[config.mk]
export PLATFORM = sky130hd
export DESIGN_NAME = clock_page_frame_allocator
export DESIGN_NICKNAME = d
export VERILOG_FILES = /design/src/hw/rtl/cpfa_pkg.sv /design/src/hw/rtl/clock_page_frame_allocator.sv
export VERILOG_INCLUDE_DIRS = /design/src /design/src/hw/rtl
export SDC_FILE = /design/constraint.sdc
export NUM_CORES = 1
export LEC_CHECK = 0
export BUFFER_PORTS_ARGS = -buffer_cell sky130_fd_sc_hd__buf_4
export CORE_MARGIN = 5
export CORE_UTILIZATION = 36
export CTS_CLUSTER_SIZE = 20
export DETAILED_ROUTE_END_ITERATION = 8
export GPL_TIMING_DRIVEN = 0
export PLACE_DENSITY_LB_ADDON = 0.25
export SETUP_SLACK_MARGIN = 0.3
export SLEW_MARGIN = 20
export SYNTH_ARGS = -nofsm -noshare
export SYNTH_HDL_FRONTEND = slang
export SYNTH_SLANG_ARGS = --single-unit
[constraint.sdc]
create_clock -name clk -period 5.4 [get_ports clk]
set_input_delay 0.54 -clock clk [delete_from_list [all_inputs] [get_ports clk]]
set_output_delay 0.54 -clock clk [all_outputs]
set_load 0.02 [all_outputs]
[src/hw/rtl/clock_page_frame_allocator_defines.svh]
// ----------------------------------------------------------------------------
// Clock page frame allocator assertion macros
// Concurrent assertion wrappers that vanish when SYNTHESIS is defined.
// ----------------------------------------------------------------------------
`ifndef CLOCK_PAGE_FRAME_ALLOCATOR_DEFINES_SVH
`define CLOCK_PAGE_FRAME_ALLOCATOR_DEFINES_SVH

`ifndef SYNTHESIS
`define CPFA_ASSERT(label, prop, msg) \
    label: assert property (@(posedge clk) disable iff (!rst_n) prop) else $error(msg);
`define CPFA_ASSERT_ALWAYS(label, prop, msg) \
    label: assert property (@(posedge clk) prop) else $error(msg);
`else
`define CPFA_ASSERT(label, prop, msg)
`define CPFA_ASSERT_ALWAYS(label, prop, msg)
`endif

`endif

[src/hw/rtl/cpfa_pkg.sv]
// ----------------------------------------------------------------------------
// Clock page frame allocator package
// Command codes and status codes shared by the allocator.
// ----------------------------------------------------------------------------
`timescale 1ns / 1ps

package cpfa_pkg;

    typedef enum logic [1:0] {
        CMD_ALLOC     = 2'd0,
        CMD_RELEASE   = 2'd1,
        CMD_REFERENCE = 2'd2
    } cmd_t;

    localparam logic STATUS_OK  = 1'b0;
    localparam logic STATUS_ERR = 1'b1;

endpackage

[src/hw/rtl/clock_page_frame_allocator.sv]
// ----------------------------------------------------------------------------
// Clock page frame allocator
// Hands out physical page frames from a free stack and, when the stack is
// empty, picks a victim with a clock sweep over the per-frame use bits.
//
// Channel   Handshake        Ports
// command   start / busy     command, virtual_page, owner_id, has_swap_copy,
//                            frame_index, is_write
// result    done (strobe)    frame, evicted, old_virtual_page, old_owner,
//                            write_back, new_swap_slot, status
//
// An item is taken when start is high and busy is low; its result shows on
// done for one cycle. An allocate from the free stack goes through S_POP, a
// release and a reference through S_CHECK; an unknown code or an out-of-range
// frame index is answered from S_IDLE. An allocate that evicts runs S_SWEEP,
// one frame of the sweep per cycle through the single read port of the frame
// table. After reset the block sweeps the frame table and the free stack once
// in S_CLEAR, with busy high. The receiver cannot stall the result.
// ----------------------------------------------------------------------------
`timescale 1ns / 1ps
`include "clock_page_frame_allocator_defines.svh"

module clock_page_frame_allocator
    import cpfa_pkg::*;
#(
    parameter int FRAMES     = 32,
    parameter int VPAGE_BITS = 12,
    parameter int OWNER_BITS = 8
) (
    input  logic                          clk,
    input  logic                          rst_n,
    input  logic                          start,
    output logic                          busy,
    input  logic [1:0]                    command,
    input  logic [VPAGE_BITS-1:0]         virtual_page,
    input  logic [OWNER_BITS-1:0]         owner_id,
    input  logic                          has_swap_copy,
    input  logic [$clog2(FRAMES)-1:0]     frame_index,
    input  logic                          is_write,
    output logic                          done,
    output logic [$clog2(FRAMES)-1:0]     frame,
    output logic                          evicted,
    output logic [VPAGE_BITS-1:0]         old_virtual_page,
    output logic [OWNER_BITS-1:0]         old_owner,
    output logic                          write_back,
    output logic                          new_swap_slot,
    output logic                          status
);

    localparam int FRAME_BITS = $clog2(FRAMES);
    localparam int COUNT_BITS = $clog2(FRAMES + 1);
    localparam logic [FRAME_BITS-1:0] LAST_FRAME  = FRAME_BITS'(FRAMES - 1);
    localparam logic [COUNT_BITS-1:0] FRAME_COUNT = COUNT_BITS'(FRAMES);

    typedef struct packed {
        logic                  in_use;
        logic                  used;
        logic                  modified;
        logic                  swap_backed;
        logic [VPAGE_BITS-1:0] page;
        logic [OWNER_BITS-1:0] owner;
    } entry_t;

    typedef enum logic [4:0] {
        S_CLEAR = 5'b00001,
        S_IDLE  = 5'b00010,
        S_POP   = 5'b00100,
        S_SWEEP = 5'b01000,
        S_CHECK = 5'b10000
    } state_t;

    state_t                 state_reg, state_next;
    logic [FRAME_BITS-1:0]  hand_reg, hand_next;
    logic [COUNT_BITS-1:0]  count_reg, count_next;
    logic [COUNT_BITS-1:0]  steps_reg, steps_next;
    logic                   done_reg;

    cmd_t                   cmd_reg;
    logic [VPAGE_BITS-1:0]  vpage_reg;
    logic [OWNER_BITS-1:0]  owner_reg;
    logic                   swap_reg;
    logic [FRAME_BITS-1:0]  idx_reg;
    logic                   wr_reg;

    logic [FRAME_BITS-1:0]  frame_reg;
    logic                   evicted_reg;
    logic [VPAGE_BITS-1:0]  page_reg;
    logic [OWNER_BITS-1:0]  owner_out_reg;
    logic                   wb_reg;
    logic                   nss_reg;
    logic                   status_reg;

    logic                   res_load;
    logic [FRAME_BITS-1:0]  res_frame;
    logic                   res_evicted;
    logic [VPAGE_BITS-1:0]  res_page;
    logic [OWNER_BITS-1:0]  res_owner;
    logic                   res_wb;
    logic                   res_nss;
    logic                   res_status;

    entry_t                 frame_mem [FRAMES];
    entry_t                 tab_q;
    entry_t                 tab_wdata;
    entry_t                 new_entry;
    logic                   tab_we;
    logic                   tab_re;
    logic [FRAME_BITS-1:0]  tab_waddr;
    logic [FRAME_BITS-1:0]  tab_raddr;

    logic [FRAME_BITS-1:0]  stack_mem [FRAMES];
    logic [FRAME_BITS-1:0]  stk_q;
    logic [FRAME_BITS-1:0]  stk_wdata;
    logic                   stk_we;
    logic                   stk_re;
    logic [FRAME_BITS-1:0]  stk_waddr;
    logic [COUNT_BITS-1:0]  count_dec;

    logic [FRAME_BITS-1:0]  hand_step;
    logic                   accept;
    logic                   idx_in_range;

    assign busy         = (state_reg != S_IDLE);
    assign accept       = start && !busy;
    assign hand_step    = (hand_reg == LAST_FRAME) ? '0 : hand_reg + FRAME_BITS'(1);
    assign count_dec    = count_reg - COUNT_BITS'(1);
    assign idx_in_range = (COUNT_BITS'(frame_index) < FRAME_COUNT);

    assign new_entry = '{
        in_use:      1'b1,
        used:        1'b0,
        modified:    1'b0,
        swap_backed: swap_reg,
        page:        vpage_reg,
        owner:       owner_reg
    };

    always_comb
    begin
        state_next  = state_reg;
        hand_next   = hand_reg;
        count_next  = count_reg;
        steps_next  = steps_reg;
        tab_we      = 1'b0;
        tab_waddr   = hand_reg;
        tab_wdata   = tab_q;
        tab_re      = 1'b0;
        tab_raddr   = hand_reg;
        stk_we      = 1'b0;
        stk_waddr   = count_reg[FRAME_BITS-1:0];
        stk_wdata   = idx_reg;
        stk_re      = 1'b0;
        res_load    = 1'b0;
        res_frame   = '0;
        res_evicted = 1'b0;
        res_page    = '0;
        res_owner   = '0;
        res_wb      = 1'b0;
        res_nss     = 1'b0;
        res_status  = STATUS_OK;

        unique case (state_reg)
            S_CLEAR:
            begin
                tab_we    = 1'b1;
                tab_waddr = hand_reg;
                tab_wdata = '0;
                stk_we    = 1'b1;
                stk_waddr = hand_reg;
                stk_wdata = LAST_FRAME - hand_reg;
                hand_next = hand_step;
                if (hand_reg == LAST_FRAME)
                begin
                    state_next = S_IDLE;
                end
            end
            S_IDLE:
            begin
                if (start)
                begin
                    unique case (cmd_t'(command)) inside
                        CMD_ALLOC:
                        begin
                            if (count_reg != '0)
                            begin
                                stk_re     = 1'b1;
                                state_next = S_POP;
                            end
                            else
                            begin
                                tab_re     = 1'b1;
                                tab_raddr  = hand_reg;
                                steps_next = '0;
                                state_next = S_SWEEP;
                            end
                        end
                        CMD_RELEASE, CMD_REFERENCE:
                        begin
                            if (idx_in_range)
                            begin
                                tab_re     = 1'b1;
                                tab_raddr  = frame_index;
                                state_next = S_CHECK;
                            end
                            else
                            begin
                                res_load   = 1'b1;
                                res_status = STATUS_ERR;
                            end
                        end
                        default:
                        begin
                            res_load   = 1'b1;
                            res_status = STATUS_ERR;
                        end
                    endcase
                end
            end
            S_POP:
            begin
                tab_we     = 1'b1;
                tab_waddr  = stk_q;
                tab_wdata  = new_entry;
                count_next = count_dec;
                res_load   = 1'b1;
                res_frame  = stk_q;
                state_next = S_IDLE;
            end
            S_SWEEP:
            begin
                tab_we    = 1'b1;
                tab_waddr = hand_reg;
                hand_next = hand_step;
                if (tab_q.used && steps_reg != FRAME_COUNT)
                begin
                    tab_wdata      = tab_q;
                    tab_wdata.used = 1'b0;
                    tab_re         = 1'b1;
                    tab_raddr      = hand_step;
                    steps_next     = steps_reg + COUNT_BITS'(1);
                end
                else
                begin
                    tab_wdata  = new_entry;
                    res_load   = 1'b1;
                    res_frame  = hand_reg;
                    if (tab_q.in_use)
                    begin
                        res_evicted = 1'b1;
                        res_page    = tab_q.page;
                        res_owner   = tab_q.owner;
                        res_wb      = tab_q.modified;
                        res_nss     = tab_q.modified && !tab_q.swap_backed;
                    end
                    state_next = S_IDLE;
                end
            end
            S_CHECK:
            begin
                res_load   = 1'b1;
                state_next = S_IDLE;
                if (!tab_q.in_use)
                begin
                    res_status = STATUS_ERR;
                end
                else
                begin
                    tab_we    = 1'b1;
                    tab_waddr = idx_reg;
                    unique case (cmd_reg)
                        CMD_RELEASE:
                        begin
                            tab_wdata.in_use   = 1'b0;
                            tab_wdata.used     = 1'b0;
                            tab_wdata.modified = 1'b0;
                            if (count_reg < FRAME_COUNT)
                            begin
                                stk_we     = 1'b1;
                                count_next = count_reg + COUNT_BITS'(1);
                            end
                        end
                        default:
                        begin
                            tab_wdata.used     = 1'b1;
                            tab_wdata.modified = tab_q.modified || wr_reg;
                        end
                    endcase
                end
            end
            default:
            begin
                state_next = S_IDLE;
            end
        endcase
    end

    always_ff @(posedge clk or negedge rst_n)
    begin
        if (!rst_n)
        begin
            state_reg <= S_CLEAR;
            hand_reg  <= '0;
            count_reg <= FRAME_COUNT;
            steps_reg <= '0;
            done_reg  <= 1'b0;
        end
        else
        begin
            state_reg <= state_next;
            hand_reg  <= hand_next;
            count_reg <= count_next;
            steps_reg <= steps_next;
            done_reg  <= res_load;
        end
    end

    always_ff @(posedge clk)
    begin
        if (accept)
        begin
            cmd_reg   <= cmd_t'(command);
            vpage_reg <= virtual_page;
            owner_reg <= owner_id;
            swap_reg  <= has_swap_copy;
            idx_reg   <= frame_index;
            wr_reg    <= is_write;
        end
    end

    always_ff @(posedge clk)
    begin
        if (res_load)
        begin
            frame_reg     <= res_frame;
            evicted_reg   <= res_evicted;
            page_reg      <= res_page;
            owner_out_reg <= res_owner;
            wb_reg        <= res_wb;
            nss_reg       <= res_nss;
            status_reg    <= res_status;
        end
    end

    always_ff @(posedge clk)
    begin
        if (tab_we)
        begin
            frame_mem[tab_waddr] <= tab_wdata;
        end
        if (tab_re)
        begin
            tab_q <= frame_mem[tab_raddr];
        end
    end

    always_ff @(posedge clk)
    begin
        if (stk_we)
        begin
            stack_mem[stk_waddr] <= stk_wdata;
        end
        if (stk_re)
        begin
            stk_q <= stack_mem[count_dec[FRAME_BITS-1:0]];
        end
    end

    assign done             = done_reg;
    assign frame            = frame_reg;
    assign evicted          = evicted_reg;
    assign old_virtual_page = page_reg;
    assign old_owner        = owner_out_reg;
    assign write_back       = wb_reg;
    assign new_swap_slot    = nss_reg;
    assign status           = status_reg;

    `CPFA_ASSERT(a_done_not_busy, done |-> !busy, "result strobe while the block is busy")
    `CPFA_ASSERT(a_count_bound, count_reg <= FRAME_COUNT, "free count above frame total")
    `CPFA_ASSERT(a_evict_empty, done && evicted |-> count_reg == '0, "eviction with free frames left")
    `CPFA_ASSERT(a_error_clean, done && status |-> !evicted && frame == '0, "error result with a frame")
    `CPFA_ASSERT(a_hand_idle, state_reg == S_IDLE |=> $stable(hand_reg), "clock hand moved while idle")

endmodule

==> Word-level counts from Yosys, hierarchy flattened <==
Memory sizes are Yosys's and may differ from the RTL's. A register that Yosys moved wholly into a read port is not among the register bits.
Index checks and enable logic that the tools add are counted.
{ "classes": {"order_cmp": 1, "n_bitwise": 2, "n_reduce_logical": 20, "addsub": 5, "eq_ne": 21, "muxes": 57} }
{ "op_table": {"columns": ["op", "n"], "rows": [
  ["21-bit case mux with 3 select lines", 1],
  ["5-bit two-way mux", 11],
  ["6-bit two-way mux", 7],
  ["5-bit case mux with 2 select lines", 4],
  ["24-bit two-way mux", 1],
  ["6-bit case mux with 2 select lines", 2],
  ["1-bit two-way mux", 20],
  ["2-bit != test (second input constant)", 8],
  ["5-bit case mux with 3 select lines", 1],
  ["6-bit by 1-bit adder with 6-bit output (second input constant)", 2],
  ["3-bit case mux with 4 select lines", 1],
  ["5-bit == test (second input constant)", 2],
  ["1-bit case mux with 2 select lines", 5],
  ["3-bit OR reduction", 3],
  ["4-bit AND reduction", 2],
  ["2-bit OR reduction", 4],
  ["6-bit < comparator (second input constant)", 1],
  ["6-bit != test (second input constant)", 1],
  ["6-bit nonzero test", 1],
  ["6-bit by 1-bit subtractor with 6-bit output (second input constant)", 1],
  ["5-bit by 1-bit adder with 5-bit output (second input constant)", 1],
  ["5-bit by 1-bit == test with 1-bit output (second input constant)", 1],
  ["5-bit by 2-bit == test with 1-bit output (second input constant)", 1],
  ["5-bit by 3-bit == test with 1-bit output (second input constant)", 1],
  ["other kinds (18)", 24]
]} }
{ "totals": {"n_memories": 2, "mem_bits_rw": 928, "output_inout_bits": 31, "register_bits": 81} }
{ "mem_list": {"columns": ["name", "depth", "width", "rd", "rd_clocked_by_memory_dff", "wr", "line", "source"], "rows": [
  ["frame_mem", 32, 24, 1, 1, 1, "clock_page_frame_allocator.sv:102", "entry_t frame_mem [FRAMES];"],
  ["stack_mem", 32, 5, 1, 1, 1, "clock_page_frame_allocator.sv:111", "logic [FRAME_BITS-1:0] stack_mem [FRAMES];"]
]} }

==> Depth between registers and ports, before layout <==
{ "logic_depth": {"ltp_word": 7, "depth_mapped": 16, "mapped_depth_nobuf": 12} }

==> Least setup slack after synthesis <==
OpenSTA, ideal clock, no wires.
{ "synth_timing": {"path_kind": "register to register", "from": "reg state_reg[3]", "to": "reg, netlist name tab_q[0]", "path_stages_with_launch": 8, "slack_ps": 971, "period_less_slack_ps": 4429, "setup_time_ps": 438, "arrival_ps": 3991, "t_required_ps": 4962, "cell_sequence": "dfrtp_1 > buf_2 > nor3_1 > and3b_1 > and2_1 > clkbuf_1 > nand2b_1 > o21ai_0"} }
{ "synth_between": {"elab_chain_len": 2, "elab_cells_between_ends": 4, "cone_classes": "eq/ne (2); mux (2)"} }
{ "synth_rtl": {"columns": ["item", "line", "source"], "rows": [
  ["start, declared", "clock_page_frame_allocator.sv:72", "state_t state_reg, state_next;"],
  ["start signal, assigned", "clock_page_frame_allocator.sv:309", "state_reg <= state_next;"],
  ["5-bit by 4-bit == test with 1-bit output or 5-bit by 2-bit == test with 1-bit output (tied branches)", "clock_page_frame_allocator.sv:162", "unique case (state_reg)"],
  ["1-bit case mux with 2 select lines *", "clock_page_frame_allocator.sv:162", null],
  ["via tab_re", "clock_page_frame_allocator.sv:107", "logic tab_re;"]
]} }
The timed path passes the listed nets; every way through them passes the cells marked *.
A chain may end at the register's enable or synchronous reset.

==> Worst setup path in the final report <==
{ "layout_timing": {"from": "reg hand_reg[0]", "to": "reg, netlist name tab_q[7]"} }
{ "layout_between": {"elab_chain_len": 4, "elab_cells_between_ends": 7, "cone_classes": "add/sub (1); eq/ne (1); mux (5)"} }
{ "layout_rtl": {"columns": ["item", "line", "source"], "rows": [
  ["start, declared", "clock_page_frame_allocator.sv:73", "logic [FRAME_BITS-1:0] hand_reg, hand_next;"],
  ["start signal, assigned", "clock_page_frame_allocator.sv:310", "hand_reg <= hand_next;"],
  ["5-bit by 1-bit adder with 5-bit output or 5-bit == test (tied branches)", "clock_page_frame_allocator.sv:125", "assign hand_step = (hand_reg == LAST_FRAME) ? '0 : hand_reg + FRAME_BITS'(1);"],
  ["5-bit two-way mux", "clock_page_frame_allocator.sv:125", null],
  ["5-bit two-way mux", "clock_page_frame_allocator.sv:234", "if (tab_q.used && steps_reg != FRAME_COUNT)"],
  ["5-bit case mux with 2 select lines *", "clock_page_frame_allocator.sv:162", null]
]} }
Mark *: on every way between the ends. The rest lies on a longest branch, timed or not.

==> results.sh <==
export IMPL_hpwl_um=77740
export IMPL_p_per_area_nw_per_um2=460.0
export IMPL_syn_inst=2687
export IMPL_pre_cts_ws_ps=454.7
export IMPL_path_class="reg -> reg"
export IMPL_syn_area_per_cell_um2=15.34
export IMPL_p_leak_nw=16.11
export IMPL_netlist_area_um2=41210
export IMPL_grt_max_degree=35
export IMPL_endpoint_kind="flop"
export IMPL_ant_nets=0
export IMPL_fin_skew_ps=35.59
export IMPL_mostFrequentLayoutCells="edfxtp_1, nand2_1, mux2i_1"
export IMPL_fin_ws_ps=526.2
export IMPL_synthTopCellsByArea="edfxtp_1, nand2_1, mux2i_1"
export IMPL_fp_dieW_um=348.3
export IMPL_track_usage=0.1866
export IMPL_grt_overflow_total=0
export IMPL_clock_latency_ps=690
export IMPL_largest_register_ffs=768
export IMPL_critPathSlowestCell="nor2_1"
export IMPL_cp_cell_sequence="ha_1, and3_1, ha_1, clkbuf_1, nor2_1, o211ai_1, a21oi_1, a221oi_2, buf_2, buf_2, nor2_1, clkbuf_1, a22oi_1, a21oi_1, nor3_2"
export IMPL_whs_endpoint="swap_reg"
export IMPL_io_pins=63
export IMPL_power_mw=22.46
export IMPL_synth_top_area_cell="edfxtp_1"
export IMPL_cts_buffer_depth=3
export IMPL_numCtsBuffers=108
export IMPL_dieArea_um2=121300
export IMPL_tritoncts="built"
export IMPL_r2r_start="hand_reg[0]"
export IMPL_outcome="completed"
export IMPL_max_freq_mhz=205.2
export IMPL_slew_headroom=0.1491
export IMPL_synth_ff_type="edfxtp_1"
export IMPL_rsz0062_at_grt="no"
export IMPL_crit_required_ps=5830
export IMPL_vias_per_cell=5.438
export IMPL_grt_pass1_vias=24440
export IMPL_rows=124
export IMPL_synth_fp_nets=2728
export IMPL_arrival_ps=5310
export IMPL_startpoint_type="flop"
export IMPL_clkTransAtPathRegs_ps=60
export IMPL_setup_viol=0
export IMPL_tightest_slew_ps=1263
export IMPL_rr_endpoint="tab_q[7]"
export IMPL_final_nets=2964
export IMPL_critPathTopFamily="buffers and inverters"
export IMPL_die_h_um=348.3
export IMPL_irDropWorstVdd_uv=331.2
export IMPL_antenna_found_initial=3
export IMPL_wl_per_cell_um=25.40
export IMPL_drv_slew=0
export IMPL_synth_edff_count=1015
export IMPL_place_gp_congestion=0.8453
export IMPL_first_pass_iters=6
export IMPL_drt_iter0_markers=2486
export IMPL_crit_fanout=10
export IMPL_synth_top_area_share=0.7396
export IMPL_slowest_delay_ps=790
export IMPL_reg_top3="frame_mem x768, stack_mem x160, tab_q x24"
export IMPL_ys_ff_latch=1038
export IMPL_drv_cap=0
export IMPL_htreeDepth=3
export IMPL_yosysWarningCount=0
export IMPL_drive_gt1_frac=0.1573
export IMPL_final_hold_viol_count=0
export IMPL_fin_crit_sh=0.9026
export IMPL_post_route_min_period_ps=4874
export IMPL_port_buffers=62
export IMPL_final_common_cell="edfxtp_1"
export IMPL_grt_pass1_wl_um=168000
export IMPL_rrSetupSlack_ps=530
export IMPL_area_growth_pct=18.47
export IMPL_hold_start="has_swap_copy"
export IMPL_seq_area_frac_synth=0.7536
export IMPL_critPathBufInv=4
export IMPL_drt_total_wl_um=115000
export IMPL_tns_ps=0
export IMPL_drc=0
export IMPL_design_core_area_um2=114000
export IMPL_r2r_cells=15
export IMPL_clockRootBuffer="clkbuf_16"
export IMPL_min_delay_path_class="in -> reg"
export IMPL_yosysUniqueCellTypes=63
export IMPL_hold_depth=1
export IMPL_ys_async_sr_fraction=0.02216
export IMPL_vias=24620
export IMPL_regMostFlops="frame_mem"
export IMPL_cts_sinks=1038
export IMPL_start_util=0.3614
cell usage after synthesis, drive strengths merged (23+ instances only):
master and n:
a21oi 123, a22o 26, a22oi 32, a31oi 30, a32oi 40, and2 35
and3 23, buf 71, clkbuf 84, edfxtp 1015, mux2i 148, mux4 50
nand2 473, nand3 130, nor2 105, nor3 23, o21ai 31, o22ai 29
or4 28
per-stage QoR:
step / util / instance area [µm²] / hold slack (ps) / cells
2_1_floorplan: - / 41210 / 244.4 / 2687
3_3_place_gp: 0.3821 / 43570 / 472.8 / 4261
5_1_grt: 0.4281 / 48820 / 16.46 / 4525
4_1_cts: 0.4279 / 48790 / 1.008 / 4525
3_5_place_dp: 0.3944 / 44970 / 480.6 / 4304
6_report: 0.4282 / 48820 / 46.24 / 4527
per-layer routing:
layer | vias up | routed length [µm] | track usage
met5 | - | 13 | 0
met2 | 945 | 54680 | 0.3041
met4 | 2 | 3105 | 0.05291
met1 | 12620 | 49130 | 0.2599
met3 | 191 | 8061 | 0.03185
li1 | 10860 | - | -
power by group:
group / internal [mW] / switching [mW] / total (mW) / leakage (nW)
Combinational: 1.87 / 3.54 / 5.41 / 4.88
Clock: 4.47 / 3.10 / 7.57 / 1.78
Sequential: 9.38 / 0.102 / 9.48 / 9.45
Total: 15.7 / 6.74 / 22.5 / 16.1
layout make-up:
class / count / area, µm²
Antenna cell: 2 / 5.005
Buffer: 155 / 701.9
Clock buffer: 122 / 2829
Clock inverter: 78 / 780.7
Fill cell: 10160 / 65210
Inverter: 13 / 48.80
Multi-Input combinational cell: 1481 / 9787
Sequential cell: 1038 / 31060
Tap cell: 1512 / 1892
Timing Repair Buffer: 126 / 1723
cell families after synthesis:
family	count (synthesis)	share of synthesized area
flip-flops	1038	0.7536
multiplexers	203	0.06464
AO/OA/AOI/OAI	380	0.06197
adder cells (fa/ha/maj)	9	0.002733
XOR/XNOR	8	0.001700
buffers and inverters	168	0.01803
AND/OR/NAND/NOR	881	0.09731
repair_timing:
| item | 4_1_cts | 5_1_grt |
|---|---|---|
| setup endpoints to repair | 0 | 8 |
| setup buffers | 0 | 0 |
| gates resized for setup | 0 | 5 |
| endpoints found under the hold margin | 41 | 0 |
| hold buffers | 21 | 0 |
worst max-delay path by stage:
| stage | depth (start not counted) | end | from | slack, ps |
|---|---|---|---|---|
| after floorplan | 7 | tab_q[0] | state_reg[3] | 970 |
| after global placement | 7 | tab_q[15] | state_reg[3] | -2710 |
| after detailed placement | 15 | tab_q[19] | hand_reg[3] | 450 |
| after CTS | 12 | tab_q[23] | hand_reg[3] | 430 |
| after global routing | 15 | tab_q[7] | hand_reg[0] | 340 |
| final | 15 | tab_q[7] | hand_reg[0] | 530 |
Note: power is estimated with default switching activity, not from simulation.
